==> config.mk <==
export PLATFORM = sky130hd
export DESIGN_NAME = ble_adv_filter_proximity_trigger_top
export DESIGN_NICKNAME = d
export VERILOG_FILES = /design/src/sv/ble_apf_pkg.sv /design/src/sv/ble_apf_parser.sv /design/src/sv/ble_apf_prox.sv /design/src/sv/ble_adv_filter_proximity_trigger_top.sv
export SDC_FILE = /design/constraint.sdc
export NUM_CORES = 1
export LEC_CHECK = 0
export BUFFER_PORTS_ARGS = -buffer_cell sky130_fd_sc_hd__buf_4
export CAP_MARGIN = 30
export CORE_UTILIZATION = 46
export CTS_CLUSTER_SIZE = 30
export DETAILED_ROUTE_END_ITERATION = 16
export HOLD_SLACK_MARGIN = 0.12
export PLACE_DENSITY_LB_ADDON = 0.1
export SLEW_MARGIN = 15
export SYNTH_ARGS = -nofsm -noshare
export SYNTH_HDL_FRONTEND = slang
export SYNTH_SLANG_ARGS = --single-unit
==> constraint.sdc <==
create_clock -name clk -period 5.54 [get_ports clk]
set_input_delay 0.554 -clock clk [delete_from_list [all_inputs] [get_ports clk]]
set_output_delay 0.554 -clock clk [all_outputs]
set_load 0.005 [all_outputs]
==> src/sv/ble_apf_pkg.sv <==
`timescale 1ns / 1ps
// ----------------------------------------------------------------------------
// ble_apf_pkg
// shared types and constants of the advertising filter with proximity trigger
// ----------------------------------------------------------------------------
package ble_apf_pkg;

  // structure type codes
  localparam logic [7:0] TYPE_FLAGS = 8'h01;
  localparam logic [7:0] TYPE_MANUF = 8'hFF;
  localparam logic [7:0] TYPE_NAME  = 8'h09;

  // structure positions within a report
  localparam logic [1:0] FIELD_FLAGS = 2'd0;
  localparam logic [1:0] FIELD_MANUF = 2'd1;
  localparam logic [1:0] FIELD_DONE  = 2'd3;

  // configuration register indexes
  localparam int unsigned CFG_ADDR_W = 3;
  localparam int unsigned CFG_DATA_W = 16;
  localparam logic [CFG_ADDR_W-1:0] REG_ADV_TYPE   = 3'd0;
  localparam logic [CFG_ADDR_W-1:0] REG_COMPANY_ID = 3'd1;
  localparam logic [CFG_ADDR_W-1:0] REG_RSSI_THR   = 3'd2;
  localparam logic [CFG_ADDR_W-1:0] REG_WINDOW_MS  = 3'd3;
  localparam logic [CFG_ADDR_W-1:0] REG_TRIG_COUNT = 3'd4;

  // register reset values
  localparam logic [3:0]  RST_ADV_TYPE   = 4'd3;
  localparam logic [15:0] RST_COMPANY_ID = 16'h1234;
  localparam logic [7:0]  RST_RSSI_THR   = 8'hBD;   // -67 dBm
  localparam logic [15:0] RST_WINDOW_MS  = 16'd5000;
  localparam logic [3:0]  RST_TRIG_COUNT = 4'd5;

  typedef struct packed {
    logic [3:0]         expected_adv_type;
    logic [15:0]        company_id;
    logic signed [7:0]  rssi_floor;
    logic [15:0]        window_ms;
    logic [3:0]         trigger_count;
  } cfg_t;

  // parser verdict for the word being consumed
  typedef struct packed {
    logic last;
    logic format_ok;
  } parse_status_t;

endpackage

==> src/sv/ble_apf_parser.sv <==
`timescale 1ns / 1ps
// ----------------------------------------------------------------------------
// ble_apf_parser
// length-type-data walker over the payload bytes of one report
// ----------------------------------------------------------------------------
module ble_apf_parser (
  input  logic                       clk,
  input  logic                       rst,
  input  logic                       advance,
  input  logic [7:0]                 data_byte,
  input  logic                       first_byte,
  input  logic                       last_byte,
  input  logic [15:0]                company_id,
  output ble_apf_pkg::parse_status_t status
);
  import ble_apf_pkg::*;

  logic [1:0] field_index, field_index_next;
  logic [7:0] bytes_left, bytes_left_next;
  logic [1:0] byte_in_field, byte_in_field_next;  // saturates at 3
  logic       format_failed, format_failed_next;
  logic [7:0] id_low_byte, id_low_byte_next;
  logic       id_matched, id_matched_next;

  logic [1:0] fi;
  logic [7:0] left;
  logic [1:0] bif;
  logic       failed;
  logic [7:0] id_lo;
  logic       id_ok;
  logic [7:0] want;

  always_comb begin
    // start of report clears the walker
    fi     = first_byte ? 2'd0 : field_index;
    left   = first_byte ? 8'd0 : bytes_left;
    bif    = first_byte ? 2'd0 : byte_in_field;
    failed = first_byte ? 1'b0 : format_failed;
    id_lo  = first_byte ? 8'd0 : id_low_byte;
    id_ok  = first_byte ? 1'b0 : id_matched;

    unique case (fi)
      FIELD_FLAGS: want = TYPE_FLAGS;
      FIELD_MANUF: want = TYPE_MANUF;
      default:     want = TYPE_NAME;
    endcase

    if (!failed) begin
      if (left == 8'd0) begin
        // length byte
        if (data_byte == 8'd0 || fi == FIELD_DONE) begin
          failed = 1'b1;
        end else begin
          left = data_byte;
          bif  = 2'd0;
        end
      end else begin
        if (bif == 2'd0) begin
          if (data_byte != want) failed = 1'b1;
        end else if (fi == FIELD_MANUF && bif == 2'd1) begin
          id_lo = data_byte;
        end else if (fi == FIELD_MANUF && bif == 2'd2) begin
          id_ok = ({data_byte, id_lo} == company_id);
        end
        if (!failed) begin
          if (bif != 2'd3) bif = bif + 2'd1;
          left = left - 8'd1;
          if (left == 8'd0) begin
            // structure complete; manufacturer field must have carried the id
            if (fi == FIELD_MANUF && !id_ok) begin
              failed = 1'b1;
            end else begin
              fi  = fi + 2'd1;
              bif = 2'd0;
            end
          end
        end
      end
    end

    status.last      = last_byte;
    status.format_ok = !failed && fi == FIELD_DONE && left == 8'd0 && id_ok;

    // end of report clears the walker for the next one
    field_index_next   = last_byte ? 2'd0 : fi;
    bytes_left_next    = last_byte ? 8'd0 : left;
    byte_in_field_next = last_byte ? 2'd0 : bif;
    format_failed_next = last_byte ? 1'b0 : failed;
    id_low_byte_next   = last_byte ? 8'd0 : id_lo;
    id_matched_next    = last_byte ? 1'b0 : id_ok;
  end

  always_ff @(posedge clk) begin
    if (rst) begin
      field_index   <= 2'd0;
      bytes_left    <= 8'd0;
      byte_in_field <= 2'd0;
      format_failed <= 1'b0;
      id_matched    <= 1'b0;
    end else if (advance) begin
      field_index   <= field_index_next;
      bytes_left    <= bytes_left_next;
      byte_in_field <= byte_in_field_next;
      format_failed <= format_failed_next;
      id_matched    <= id_matched_next;
    end
  end

  always_ff @(posedge clk) begin
    if (advance) id_low_byte <= id_low_byte_next;
  end

endmodule

==> src/sv/ble_apf_prox.sv <==
`timescale 1ns / 1ps
// ----------------------------------------------------------------------------
// ble_apf_prox
// report acceptance, proximity counter and last-match timestamp
// ----------------------------------------------------------------------------
module ble_apf_prox (
  input  logic                       clk,
  input  logic                       rst,
  input  logic                       advance,
  input  ble_apf_pkg::parse_status_t status,
  input  logic                       scan_response,
  input  logic [3:0]                 adv_type,
  input  logic signed [7:0]          rssi,
  input  logic [31:0]                time_ms,
  input  ble_apf_pkg::cfg_t          cfg,
  output logic                       packet_matched,
  output logic [3:0]                 proximity_count,
  output logic                       trigger
);
  import ble_apf_pkg::*;

  logic [3:0]  match_count, match_count_next;
  logic [31:0] last_time;
  logic [31:0] gap;
  logic [4:0]  count_inc;
  logic        too_far;

  always_comb begin
    packet_matched = status.format_ok && !scan_response
                     && adv_type == cfg.expected_adv_type;
    gap       = time_ms - last_time;   // wraps at 32 bits
    too_far   = (gap > {16'd0, cfg.window_ms}) || (rssi < cfg.rssi_floor);
    count_inc = {1'b0, match_count} + 5'd1;
    trigger   = 1'b0;
    match_count_next = match_count;
    if (packet_matched) begin
      if (too_far) begin
        match_count_next = 4'd0;
      end else if (count_inc > {1'b0, cfg.trigger_count}) begin
        trigger          = 1'b1;
        match_count_next = 4'd0;
      end else begin
        match_count_next = count_inc[3:0];
      end
    end
    proximity_count = match_count_next;
  end

  always_ff @(posedge clk) begin
    if (rst) begin
      match_count <= 4'd0;
      last_time   <= 32'd0;
    end else if (advance && status.last && packet_matched) begin
      match_count <= match_count_next;
      last_time   <= time_ms;
    end
  end

endmodule

==> src/sv/ble_adv_filter_proximity_trigger_top.sv <==
`timescale 1ns / 1ps
// ----------------------------------------------------------------------------
// ble_adv_filter_proximity_trigger_top
// advertising report filter with rssi/time based proximity trigger
// ----------------------------------------------------------------------------
// Payload bytes of an advertising report stream in one word per clock. Each
// word passes an input register, then the structure walker and the proximity
// logic, and the last byte of a report (tlast) loads one result word into the
// output register; all other bytes produce no output word. A word can be
// accepted on every clock while the output side keeps up; a result waiting
// in the output register stalls the stream only when the next report's last
// byte reaches the logic stage. The last byte passes the input register and
// the logic stage, and its result word is loaded into the output register
// and shown on the output only when that last byte leaves the logic stage.
// A report matches when it is not a scan response, its
// advertising type equals the configured one, and its payload is exactly
// flags, manufacturer data carrying the configured company id (little-endian)
// and a complete local name. Configuration registers may be written only when
// no report is in flight and the output register is empty.
module ble_adv_filter_proximity_trigger_top (
  input  logic                                    clk,
  input  logic                                    rst,
  // input stream
  input  logic                                    s_tvalid,
  output logic                                    s_tready,
  input  logic [47:0]                             s_tdata,  // data_byte, rssi, time_ms
  input  logic [5:0]                              s_tuser,  // first_byte, scan_response, adv_type
  input  logic                                    s_tlast,  // last_byte
  // result stream
  output logic                                    m_tvalid,
  input  logic                                    m_tready,
  output logic [7:0]                              m_tdata,  // packet_matched, proximity_count,
                                                            // trigger, zero pad
  // configuration
  input  logic                                    cfg_we,
  input  logic [ble_apf_pkg::CFG_ADDR_W-1:0]      cfg_addr,
  input  logic [ble_apf_pkg::CFG_DATA_W-1:0]      cfg_wdata
);
  import ble_apf_pkg::*;

  cfg_t cfg;

  // input register
  logic              in_valid;
  logic [7:0]        in_data_byte;
  logic              in_first;
  logic              in_last;
  logic              in_scan;
  logic [3:0]        in_adv_type;
  logic signed [7:0] in_rssi;
  logic [31:0]       in_time;

  // output register
  logic              out_valid;
  logic              out_matched;
  logic [3:0]        out_count;
  logic              out_trigger;

  logic              advance;
  parse_status_t     status;
  logic              res_matched;
  logic [3:0]        res_count;
  logic              res_trigger;

  // a word leaves the input register unless it carries a result and the
  // output register is still full
  assign advance  = in_valid && (!in_last || !out_valid || m_tready);
  assign s_tready = !in_valid || advance;

  // configuration writes
  always_ff @(posedge clk) begin
    if (rst) begin
      cfg.expected_adv_type <= RST_ADV_TYPE;
      cfg.company_id        <= RST_COMPANY_ID;
      cfg.rssi_floor        <= RST_RSSI_THR;
      cfg.window_ms         <= RST_WINDOW_MS;
      cfg.trigger_count     <= RST_TRIG_COUNT;
    end else if (cfg_we) begin
      unique case (cfg_addr)
        REG_ADV_TYPE:   cfg.expected_adv_type <= cfg_wdata[3:0];
        REG_COMPANY_ID: cfg.company_id        <= cfg_wdata;
        REG_RSSI_THR:   cfg.rssi_floor        <= cfg_wdata[7:0];
        REG_WINDOW_MS:  cfg.window_ms         <= cfg_wdata;
        REG_TRIG_COUNT: cfg.trigger_count     <= cfg_wdata[3:0];
        default: ;  // unmapped index, ignored
      endcase
    end
  end

  // input register control
  always_ff @(posedge clk) begin
    if (rst) begin
      in_valid <= 1'b0;
    end else if (s_tready) begin
      in_valid <= s_tvalid;
    end
  end

  // input register payload
  always_ff @(posedge clk) begin
    if (s_tready && s_tvalid) begin
      in_data_byte <= s_tdata[7:0];
      in_rssi      <= s_tdata[15:8];
      in_time      <= s_tdata[47:16];
      in_first     <= s_tuser[0];
      in_scan      <= s_tuser[1];
      in_adv_type  <= s_tuser[5:2];
      in_last      <= s_tlast;
    end
  end

  ble_apf_parser u_parser (
    .clk        (clk),
    .rst        (rst),
    .advance    (advance),
    .data_byte  (in_data_byte),
    .first_byte (in_first),
    .last_byte  (in_last),
    .company_id (cfg.company_id),
    .status     (status)
  );

  ble_apf_prox u_prox (
    .clk             (clk),
    .rst             (rst),
    .advance         (advance),
    .status          (status),
    .scan_response   (in_scan),
    .adv_type        (in_adv_type),
    .rssi            (in_rssi),
    .time_ms         (in_time),
    .cfg             (cfg),
    .packet_matched  (res_matched),
    .proximity_count (res_count),
    .trigger         (res_trigger)
  );

  // output register control
  always_ff @(posedge clk) begin
    if (rst) begin
      out_valid <= 1'b0;
    end else if (advance && in_last) begin
      out_valid <= 1'b1;
    end else if (m_tready) begin
      out_valid <= 1'b0;
    end
  end

  // output register payload
  always_ff @(posedge clk) begin
    if (advance && in_last) begin
      out_matched <= res_matched;
      out_count   <= res_count;
      out_trigger <= res_trigger;
    end
  end

  assign m_tvalid = out_valid;
  assign m_tdata  = {2'b00, out_trigger, out_count, out_matched};

  // a fired trigger always reports a cleared counter
  a_trig_clears_count: assert property (@(posedge clk) disable iff (rst)
    out_valid && out_trigger |-> out_count == 4'd0)
    else $error("trigger reported with non-zero count");

  // no trigger without a matching report
  a_trig_needs_match: assert property (@(posedge clk) disable iff (rst)
    out_valid && !out_matched |-> !out_trigger)
    else $error("trigger on unmatched report");

  // a consumed last byte always leaves a result in the output register
  a_result_loaded: assert property (@(posedge clk) disable iff (rst)
    advance && in_last |=> out_valid)
    else $error("result of a report was lost");

  // a held word in the input register is never overwritten
  a_in_hold: assert property (@(posedge clk) disable iff (rst)
    in_valid && !advance |=> in_valid && $stable(in_last) && $stable(in_time))
    else $error("stalled input word overwritten");

endmodule

# After elaboration in Yosys (flattened, before gate mapping)
# Index checks and enable logic that the tools add are counted.
[classes]
n_bitwise = 1
add_sub_neg = 5
n_reduce_logical = 37
mux = 55
n_eq_ne = 13
order_cmp = 3
[ops]
columns = ["cell", "count"]
rows = [
  ["8-bit 2-to-1 mux", 11],
  ["32-bit by 16-bit greater-than comparator with 1-bit output", 1],
  ["8-bit zero test", 4],
  ["2-bit 2-to-1 mux", 16],
  ["32-bit subtractor", 1],
  ["1-bit 2-to-1 mux", 24],
  ["16-bit == test", 1],
  ["8-bit one-hot mux with 2 select lines", 1],
  ["1-bit logical AND", 12],
  ["4-bit 2-to-1 mux", 3],
  ["2-bit AND reduction", 5],
  ["8-bit less-than comparator", 1],
  ["8-bit != test", 1],
  ["8-bit by 1-bit subtractor with 8-bit output (second input constant)", 1],
  ["2-bit == test (second input constant)", 3],
  ["3-bit by 2-bit == test with 1-bit output (second input constant)", 2],
  ["1-bit zero test", 6],
  ["4-bit by 1-bit adder with 5-bit output (second input constant)", 1],
  ["5-bit by 4-bit greater-than comparator with 1-bit output", 1],
  ["1-bit logical OR", 5],
  ["2-bit by 1-bit adder with 2-bit output (second input constant)", 2],
  ["2-bit by 1-bit == test with 1-bit output (second input constant)", 2],
  ["4-bit == test", 1],
  ["2-bit zero test", 2],
  ["7 further kinds", 7],
]
[word_totals]
register_bits = 169
word_cells = 139
inputBits = 79
out_inout_bits = 10

# Depth between registers and ports, before layout
# Gate-level depths: netlist of the first run.
[logic_depth]
ltp_word = 23
ltp_mapped = 21
ltp_nobuf = 21

# By module
# A second synthesis of the first run with hierarchy kept.
[unflattened]
hier_cells = 1202
area_unflattened_um2 = 10692.8
[by_module_without_submodules]
columns = ["mod", "cells_each", "n_inst", "area_per_inst_um2", "seq_area_each_um2"]
rows = [
  ["ble_apf_prox", 634, 1, 4460.5, 720.7],
  ["ble_adv_filter_proximity_trigger_top", 268, 1, 3958.8, 2832.7],
  ["ble_apf_parser", 300, 1, 2273.4, 520.5],
]

# Worst setup path before layout of the first run
# OpenSTA, ideal clock, no wires.
[synth_path]
kind = "flip-flop to flip-flop"
startpoint = "register in_last"
endpoint = "register in_adv_type[0], enable pin"
path_stages_with_launch = 3
t_required_ps = 5039
arrival_time_ps = 3717
setup_time_ps = 501
path_buffers = 1
slack_ps = 1322
period_less_slack_ps = 4218
path_cell_list = "edfxtp_1 -> clkbuf_1 -> a31oi_1"
[synth_via]
elab_chain_cells = 6
[synth_rtl]
columns = ["element", "line", "source"]
rows = [
  ["from (decl)", "ble_adv_filter_proximity_trigger_top.sv:47", "logic in_last;"],
  ["from (signal assigned)", "ble_adv_filter_proximity_trigger_top.sv:108", "in_last <= s_tlast;"],
  ["1-bit zero test", "ble_adv_filter_proximity_trigger_top.sv:67", "assign advance = in_valid && (!in_last || !out_valid || m_tready);"],
  ["1-bit logical OR (2 in series)", "ble_adv_filter_proximity_trigger_top.sv:67", ""],
  ["1-bit logical AND", "ble_adv_filter_proximity_trigger_top.sv:67", ""],
  ["1-bit logical OR", "ble_adv_filter_proximity_trigger_top.sv:68", "assign s_tready = !in_valid || advance;"],
  ["1-bit logical AND", "ble_adv_filter_proximity_trigger_top.sv:101", "if (s_tready && s_tvalid) begin"],
  ["to (signal assigned)", "ble_adv_filter_proximity_trigger_top.sv:107", "in_adv_type <= s_tuser[5:2];"],
  ["to (decl)", "ble_adv_filter_proximity_trigger_top.sv:49", "logic [3:0] in_adv_type;"],
]
# No other way between the ends.
# A chain may end at the register's enable or synchronous reset.

# Final worst setup path of the first run
[layout_path]
startpoint = "register in_time[0]"
endpoint = "register out_count[3], data pin"
[layout_via]
elab_chain_cells = 5
[layout_rtl]
columns = ["element", "line", "source"]
rows = [
  ["from (decl)", "ble_adv_filter_proximity_trigger_top.sv:51", "logic [31:0] in_time;"],
  ["from (signal assigned)", "ble_adv_filter_proximity_trigger_top.sv:104", "in_time <= s_tdata[47:16];"],
  ["32-bit subtractor", "ble_apf_prox.sv:31", "gap = time_ms - last_time;"],
  ["32-bit by 16-bit greater-than comparator with 1-bit output", "ble_apf_prox.sv:32", "too_far = (gap > {16'd0, cfg.window_ms}) || (rssi < cfg.rssi_floor);"],
  ["1-bit logical OR", "ble_apf_prox.sv:32", ""],
  ["4-bit 2-to-1 mux", "ble_apf_prox.sv:37", "if (too_far) begin"],
  ["4-bit 2-to-1 mux", "ble_apf_prox.sv:36", "if (packet_matched) begin"],
  ["net res_count[3]", "ble_adv_filter_proximity_trigger_top.sv:62", "logic [3:0] res_count;"],
  ["to (signal assigned)", "ble_adv_filter_proximity_trigger_top.sv:153", "out_count <= res_count;"],
  ["to (decl)", "ble_adv_filter_proximity_trigger_top.sv:56", "logic [3:0] out_count;"],
]
# The timed path passes the listed nets, and every way through them passes these cells.

==> summary.md, run 1 <==
| Metric | Value |
|---|---|
| Worst reg2reg endpoint | `out_count[3]$_DFFE_PP_` |
| Latest clock arrival within the worst-skew pair | `440 ps` |
| Synth warn | `0` |
| Row count | `53` |
| Root Buffer | `clkbuf_16` |
| Port bufs | `86` |
| Vias in the first global route | `~7800` |
| Crit-path leading delay family | `compound AO/OA/AOI/OAI gates` |
| Routed len/inst | `16.8 um` |
| GRT Total Usage | `22.7%` |
| Synth top area share | `20.6%` |
| Hold Path Sink | `in_time[8]$_DFFE_PP_` |
| Pwr/cell area | `262 mW/mm^2` |
| Sequential Power Share | `45.4%` |
| Fmax | `0.206 GHz` |
| Min Tclk post-route | `4860 ps` |
| Synth area leader | `edfxtp_1` |
| # resized after CTS | `0` |
| CTS tree | `done` |
| Core area | `0.0212 mm^2` |
| Final setup margin | `680 ps` |
| Max Slew Vio Count | `0` |
| Grt ovf | `0` |
| Metal2 WL | `10800 um` |
| Pre-Repair DR Iteration Count | `6` |
| Post-route ant nets | `0` |
| Area grow syn2layout | `14.5%` |
| Leakage power | `about 4.7 nW` |
| Critical Path RT | `around 5800 ps` |
| Worst path cell trace | `inv_1 -> ha_1 -> fa_1 -> nor2b_1 -> o2111ai_1 -> a2111oi_0 -> nor3_1 -> xnor2_1 -> ha_1 -> nand4_1 -> nor4_1 -> a31oi_1 -> a2111oi_0 -> nand4b_1 -> nor4_4 -> nand3b_4 -> o21ai_1` |
| # IOs | `89` |
| Mapped Area | `0.0101 mm^2` |
| Crit-path max FO | `5` |
| Vias per cell | `5.67` |
| CP bufs+invs | `1` |
| Internal cell power | `about 2.1 mW` |
| Worst Clk Skew | `11.1 ps` |
| Most common cell in the netlist | `nand2_1` |
| Filler cells | `2014` |
| CTS Hold Bufs | `0` |
| Combinational fraction of design power | `between 10% and 20%` |
| Relative slew margins | `35.9%` |
| Layout net count | `1337` |
| Share of cells above drive strength 1 | `13.4%` |
| Leading post-synthesis cells by cell area | `edfxtp_1, dfxtp_1, ha_1, nand2_1, a21oi_1` |
| H-tree depth | `4` |
| Clock-pin slew on the worst setup and hold paths | `80 ps` |
| # clock sinks | `~170` |
| Yosys reg bits | `roughly 170` |
| Diode count | `0` |
| Post-route DRC | `0` |
| Dominant synthesized flop cell | `dfxtp_1` |
| Post-CTS setup buffers | `0` |
| Post-synth EDFFs | `slightly below 70` |
| Crit path max-delay cell type | `a2111oi_0` |
| Max-cap check violation count | `0` |
| Syn avg cell area | `8.92 um^2` |
| Vias | `8385` |
| RSZ-0062 raised after global routing | `no` |
| Crit path DAT | `around 5100 ps` |
| Cells on worst reg2reg path | `17` |
| Switching portion of total power | `29.5%` |
| Endpoints failing setup | `0` |
| Register area share after synthesis | `40.5%` |
| Clock power share | `between 40% and 50%` |
| CTS buffer count | `17` |
| Final Hold Fails | `0` |
| CTS max path bufs | `2` |
| Die Wd | `between 100 and 150 um` |
| Startpoint Class | `flip-flop` |
| Routed wl met3 | `1460 um` |
| Worst IR Drop VDD | `0.000163 V` |
| Largest net degree at the start of global routing | `50` |
| Post-Synthesis Cells | `1129` |
| HP Start | `s_tdata[24]` |
| Switching power | `0.891 mW` |
| DRT met1 WL | `12200 um` |
| HPWL after DPL | `18200 um` |
| Die area | `about 0.022 mm^2` |
| Initial DRC count | `slightly above 800` |
| Setup WS pre-CTS | `821 ps` |
| Initial Util | `47.5%` |
| Worst Setup End Kind | `flip-flop` |
| Synth cell count leaders | `nand2_1, nor2_1, dfxtp_1` |
| Final TNS setup | `0 ps` |
| Status | `complete, no violations` |
| Wirelength, routed | `about 25000 um` |
| Worst min-delay path class | `primary input to flip-flop` |
| Slowest stage delay, CP | `890 ps` |
| Global-route wire length before repair | `~40000 um` |
| Final period util | `between 80% and 90%` |
| Synth unique cells | `90` |
| Top Metal Used | `met4` |
| Asr flop ratio synth | `0%` |
| Antenna violations before repair | `0` |
| Worst-margin pin slew | `938 ps` |
| Setup CP Type | `flip-flop to flip-flop` |
| Hold depth | `1` |
| Reg-to-reg critical path startpoint | `in_time[0]$_DFFE_PP_` |
| Die Ht | `150 um` |
| Total Power | `between 3 and 4 mW` |
| Flop-to-flop setup slack | `680 ps` |
| GPL Wtd Cong | `roughly 0.91` |
## metal layers
metal  track usage, %  vias up
li1                 -     4164
met5                0        -
met2             34.0      243
met3             4.94       40
met1             32.5     3938
met4             6.82        0
## sequential cells by signal (all words and copies together) (netlist names)
name                    flops
u_parser.field_index        2
u_parser.id_low_byte        8
in_adv_type                 4
in_last                     1
out_count                   4
in_scan                     1
u_parser.id_matched         1
in_first                    1
out_trigger                 1
m_tvalid                    1
in_valid                    1
in_rssi                     8
out_matched                 1
u_parser.format_failed      1
u_prox.last_time           32
in_data_byte                8
u_prox.match_count          4
in_time                    32
cfg                        48
u_parser.bytes_left         8
u_parser.byte_in_field      2
## logic make-up after synthesis
| kind of cell | count (synthesis) | synth area share, % |
|---|---|---|
| buffers and inverters | 133 | 5.54 |
| and+or+nand+nor | 406 | 20.1 |
| xor gates and xnor gates | 41 | 3.57 |
| DFF | 169 | 40.5 |
| AOI/OAI and AO/OA | 271 | 17.9 |
| muxes | 42 | 4.19 |
| adders and majority gates | 66 | 8.27 |
| other | 1 | 0.0372 |
## through the flow
stage                     hold WS (ps)  util (%)  instances  area, um^2
after detailed placement           448      51.3       1447       10900
after global routing               257      54.3       1480       11500
after global placement             444      51.2       1445       10900
after floorplan                    436         -       1130       10100
final                              280      54.3       1480       11500
after CTS                          261      54.2       1479       11500
## power groups by stage
stage | registers [mW] | logic (mW) | clock network [mW]
after floorplan | 1.39 | 0.279 | 0
after global placement | 1.40 | 0.399 | 0
after detailed placement | 1.40 | 0.402 | 0
after CTS | 1.37 | 0.406 | 1.26
after global routing | 1.38 | 0.453 | 1.31
final | 1.37 | 0.411 | 1.24
## worst reg2reg max path, stage by stage, from the launching register on
cell and delay [ps]:
edfxtp_1 340, inv_1 50, ha_1 210, fa_1 400, nor2b_1 190, o2111ai_1 180
a2111oi_0 890, nor3_1 140, xnor2_1 170, ha_1 300, nand4_1 140, nor4_1 320
a31oi_1 90, a2111oi_0 350, nand4b_1 200, nor4_4 420, nand3b_4 150, o21ai_1 180
## layout by cell type, fill, tap and decap left out, types with 7 or more instances in the layout
cell       count
nand2b_1      11
dfxtp_1      100
nor2_1       102
mux2i_1       41
ha_1          65
buf_4         92
a211oi_1       7
nand3_1       24
a21o_1        14
xor2_1        19
inv_1         80
xnor2_1       22
and3_1         7
a21oi_1       99
nand4_1       20
o211ai_1      23
o21a_1         9
nand2_1      146
nor2b_1       15
edfxtp_1      69
o21ai_0       38
o21ai_1        7
nor3_1        24
a31oi_1        9
and2_1         7
clkbuf_16     17
## cell type report
type                            count  area, um^2  area share, %
Sequential cell                   169        4070           35.3
Clock buffer                       17         425           3.69
Inverter                           82         308           2.67
Tap cell                          275         344           2.98
Multi-Input combinational cell    828        5460           47.4
Clock inverter                     15         193           1.67
Timing Repair Buffer               94         723           6.27
## how the worst max path moves through the flow
stage,from,depth (start not counted),endpoint
floorplan,in_last$_DFFE_PP_,2,in_adv_type[0]$_DFFE_PP_
global placement,in_time[0]$_DFFE_PP_,17,out_count[3]$_DFFE_PP_
detailed placement,in_time[0]$_DFFE_PP_,17,out_count[3]$_DFFE_PP_
CTS,in_time[0]$_DFFE_PP_,17,out_count[3]$_DFFE_PP_
global route,in_time[0]$_DFFE_PP_,17,out_count[1]$_DFFE_PP_
finish,in_time[0]$_DFFE_PP_,17,out_count[3]$_DFFE_PP_
No activity file was read; power rests on OpenSTA's default activity.
==> inputs of run 2 (changes only) <==
--- a/config.mk
+++ b/config.mk
@@ -5,11 +5,12 @@
 export SDC_FILE = /design/constraint.sdc
 export NUM_CORES = 1
 export LEC_CHECK = 0
-export BUFFER_PORTS_ARGS = -buffer_cell sky130_fd_sc_hd__buf_4
+export ABC_CLOCK_PERIOD_IN_PS = 5540
 export CAP_MARGIN = 30
 export CORE_UTILIZATION = 46
 export CTS_CLUSTER_SIZE = 30
 export DETAILED_ROUTE_END_ITERATION = 16
+export DONT_BUFFER_PORTS = 1
 export HOLD_SLACK_MARGIN = 0.12
 export PLACE_DENSITY_LB_ADDON = 0.1
 export SLEW_MARGIN = 15
==> summary.md, run 2 (synthesis results as in run 1) <==
| Metric | Value |
|---|---|
| Status | `complete, no violations` |
| CP bufs+invs | `1 (unchanged)` |
| Root Buffer | `clkbuf_16` |
| Worst-margin pin slew | `963 ps (+25.1 ps)` |
| Most common cell after layout, fill and taps aside | `nand2_1` |
| Pre-Repair DR Iteration Count | `5 (-1)` |
| Post-CTS setup buffers | `0 (unchanged)` |
| Max-cap check violation count | `0 (unchanged)` |
| Reg-to-reg critical path startpoint | `in_time[0]$_DFFE_PP_` |
| # IOs | `89 (unchanged)` |
| CTS Hold Bufs | `0 (unchanged)` |
| Slowest stage delay, CP | `900 ps (about the same)` |
| Vias in the first global route | `7407 (-5.4%)` |
| Worst reg2reg endpoint | `out_count[1]$_DFFE_PP_` |
| Worst Clk Skew | `15.8 ps (+4.66 ps)` |
| Global-route wire length before repair | `39200 um (-1.7%)` |
| Cells on worst reg2reg path | `17 (unchanged)` |
| CTS buffer count | `17 (unchanged)` |
| Die Wd | `150 um (unchanged)` |
| Die area | `0.0225 mm^2 (unchanged)` |
| Port bufs | `0 (-100%)` |
| Flop-to-flop setup slack | `680 ps (about the same)` |
| Grt ovf | `0 (unchanged)` |
| M1 GR Usage | `31.7% (-0.80 points)` |
| Relative slew margins | `34.1% (-1.7 points)` |
| Min Tclk post-route | `4860 ps (-0.898 ps)` |
| RSZ-0062 raised after global routing | `no` |
| Core area | `0.0212 mm^2 (unchanged)` |
| Most frequent cells in the layout | `nand2_1, nor2_1, dfxtp_1` |
| Setup CP Type | `flip-flop to flip-flop` |
| Wirelength, routed | `24100 um (-3.2%)` |
| Worst min-delay path class | `primary input to flip-flop` |
| Top Registers | `cfg: 48 flops, in_time: 32 flops, u_prox.last_time: 32 flops` |
| # resized after CTS | `0 (unchanged)` |
| CTS max path bufs | `2 (unchanged)` |
| Worst IR Drop VDD | `0.000179 V (+9.7%)` |
| Final period util | `87.7% (about the same)` |
| # clock sinks | `169 (unchanged)` |
| Vias per cell | `5.68 (+0.26%)` |
| Leakage power | `4.21 nW (-9.5%)` |
| Startpoint Class | `flip-flop` |
| GPL Wtd Cong | `0.910 (about the same)` |
| Clock-pin slew on the worst setup and hold paths | `70 ps (about the same)` |
| Layout net count | `1248 (-6.7%)` |
| Diode count | `0 (unchanged)` |
| Critical Path RT | `5810 ps (about the same)` |
| Area grow syn2layout | `7.38%` |
| Most flops, register | `cfg` |
| Endpoints failing setup | `0 (unchanged)` |
| CTS tree | `done` |
| Total Power | `2.91 mW (-3.6%)` |
| Row count | `53 (unchanged)` |
| Hold depth | `1 (unchanged)` |
| GRT Total Usage | `22.2% (-0.49 points)` |
| Met3 usage | `6.43% (+1.5 points)` |
| Post-route DRC | `0 (unchanged)` |
| Crit path max-delay cell type | `a2111oi_0` |
| Hold Path Sink | `u_prox.last_time[7]$_SDFFE_PP0P_` |
| Fmax | `0.206 GHz (about the same)` |
| GRT busiest layer | `met2` |
| Share of cells above drive strength 1 | `6.45% (-6.9 points)` |
| Latest clock arrival within the worst-skew pair | `440 ps (about the same)` |
| Antenna violations before repair | `0 (unchanged)` |
| Crit-path max FO | `5 (unchanged)` |
| Crit path DAT | `5130 ps (about the same)` |
| Routed len/inst | `17.4 um (+3.0%)` |
| Initial Util | `47.5% (unchanged)` |
| Worst Setup End Kind | `flip-flop` |
| Pwr/cell area | `269 mW/mm^2 (+2.8%)` |
| Initial DRC count | `561 (-31%)` |
| Die Ht | `150 um (unchanged)` |
| HPWL after DPL | `17600 um (-3.6%)` |
| Vias | `7901 (-5.8%)` |
| Final TNS setup | `0 ps (unchanged)` |
| Grt met2 use | `33.3% (-0.74 points)` |
| Crit-path leading delay family | `compound AO/OA/AOI/OAI gates` |
| Post-route ant nets | `0 (unchanged)` |
| HP Start | `rst` |
| Largest net degree at the start of global routing | `83 (+66%)` |
| H-tree depth | `4 (unchanged)` |
| Max Slew Vio Count | `0 (unchanged)` |
| Final Hold Fails | `0 (unchanged)` |
| Max reg flops | `48 (unchanged)` |
| Worst path cell trace | `inv_1 -> ha_1 -> fa_1 -> nor2b_1 -> o2111ai_1 -> a2111oi_0 -> nor3_1 -> xnor2_1 -> ha_1 -> nand4_1 -> nor4_1 -> a31oi_1 -> a2111oi_0 -> nand4b_1 -> nor4_4 -> nand3b_4 -> o21ai_1` |
run 2: cell count changes in the layout (fill, tap and decap cells not counted), sizes merged:
cell,previous run,this run
clkbuf,17,18
buf,94,5
clkinvlp,1,0
run 2: where the power goes:
group | leakage, nW | internal, mW | switching, mW | total, mW
clock | 0.291 | 0.615 | 0.581 | 1.20
sequential | 1.49 | 1.34 | 0.0360 | 1.37
combinational | 2.43 | 0.135 | 0.206 | 0.341
total | 4.21 | 2.09 | 0.823 | 2.91
run 2: how the worst max path moves through the flow:
stage	startpoint	to	slack, ps	cells after the start
after floorplan	in_last$_DFFE_PP_	in_adv_type[0]$_DFFE_PP_	1320	2
after global placement	in_time[0]$_DFFE_PP_	out_count[1]$_DFFE_PP_	890	17
after detailed placement	in_time[0]$_DFFE_PP_	out_count[1]$_DFFE_PP_	800	17
after CTS	in_time[0]$_DFFE_PP_	out_count[1]$_DFFE_PP_	750	17
after global routing	in_time[0]$_DFFE_PP_	out_count[1]$_DFFE_PP_	200	17
final	in_time[0]$_DFFE_PP_	out_count[1]$_DFFE_PP_	680	17
run 2: final cells by class:
| class | instances | area [um^2] |
|---|---|---|
| fill | 2050 | 10400 |
| tap | 275 | 344 |
| clock inverter | 14 | 151 |
| clock buffer | 18 | 439 |
| inverter | 82 | 308 |
| sequential | 169 | 4070 |
| timing repair buffer | 5 | 35.0 |
| multi-input combinational | 828 | 5460 |
run 2: worst reg2reg max path: stages (launching register included):
cell       delay (ps)
edfxtp_1          340
inv_1              50
ha_1              210
fa_1              410
nor2b_1           170
o2111ai_1         160
a2111oi_0         900
nor3_1            140
xnor2_1           170
ha_1              300
nand4_1           140
nor4_1            300
a31oi_1            90
a2111oi_0         350
nand4b_1          200
nor4_4            440
nand3b_4          150
o21ai_1           190
run 2: stage by stage:
| stage | area (um^2) | cells | utilization [%] | hold WS (ps) | worst slack [ps] |
|---|---|---|---|---|---|
| after CTS | 10800 | 1391 | 51.0 | 169 | 753 |
| after global routing | 10800 | 1391 | 51.0 | 158 | 205 |
| final | 10800 | 1391 | 51.0 | 190 | 681 |
| after global placement | 10200 | 1357 | 48.1 | 440 | 886 |
| after floorplan | 10100 | 1130 | - | 436 | 1320 |
| after detailed placement | 10200 | 1359 | 48.2 | 444 | 798 |
run 2: metal layers:
layer	vias to the layer above	share of wire (%)
met1	3709	49
met4	0	0.70
met5	-	0
met2	194	44
met3	15	6.5
li1	3983	-
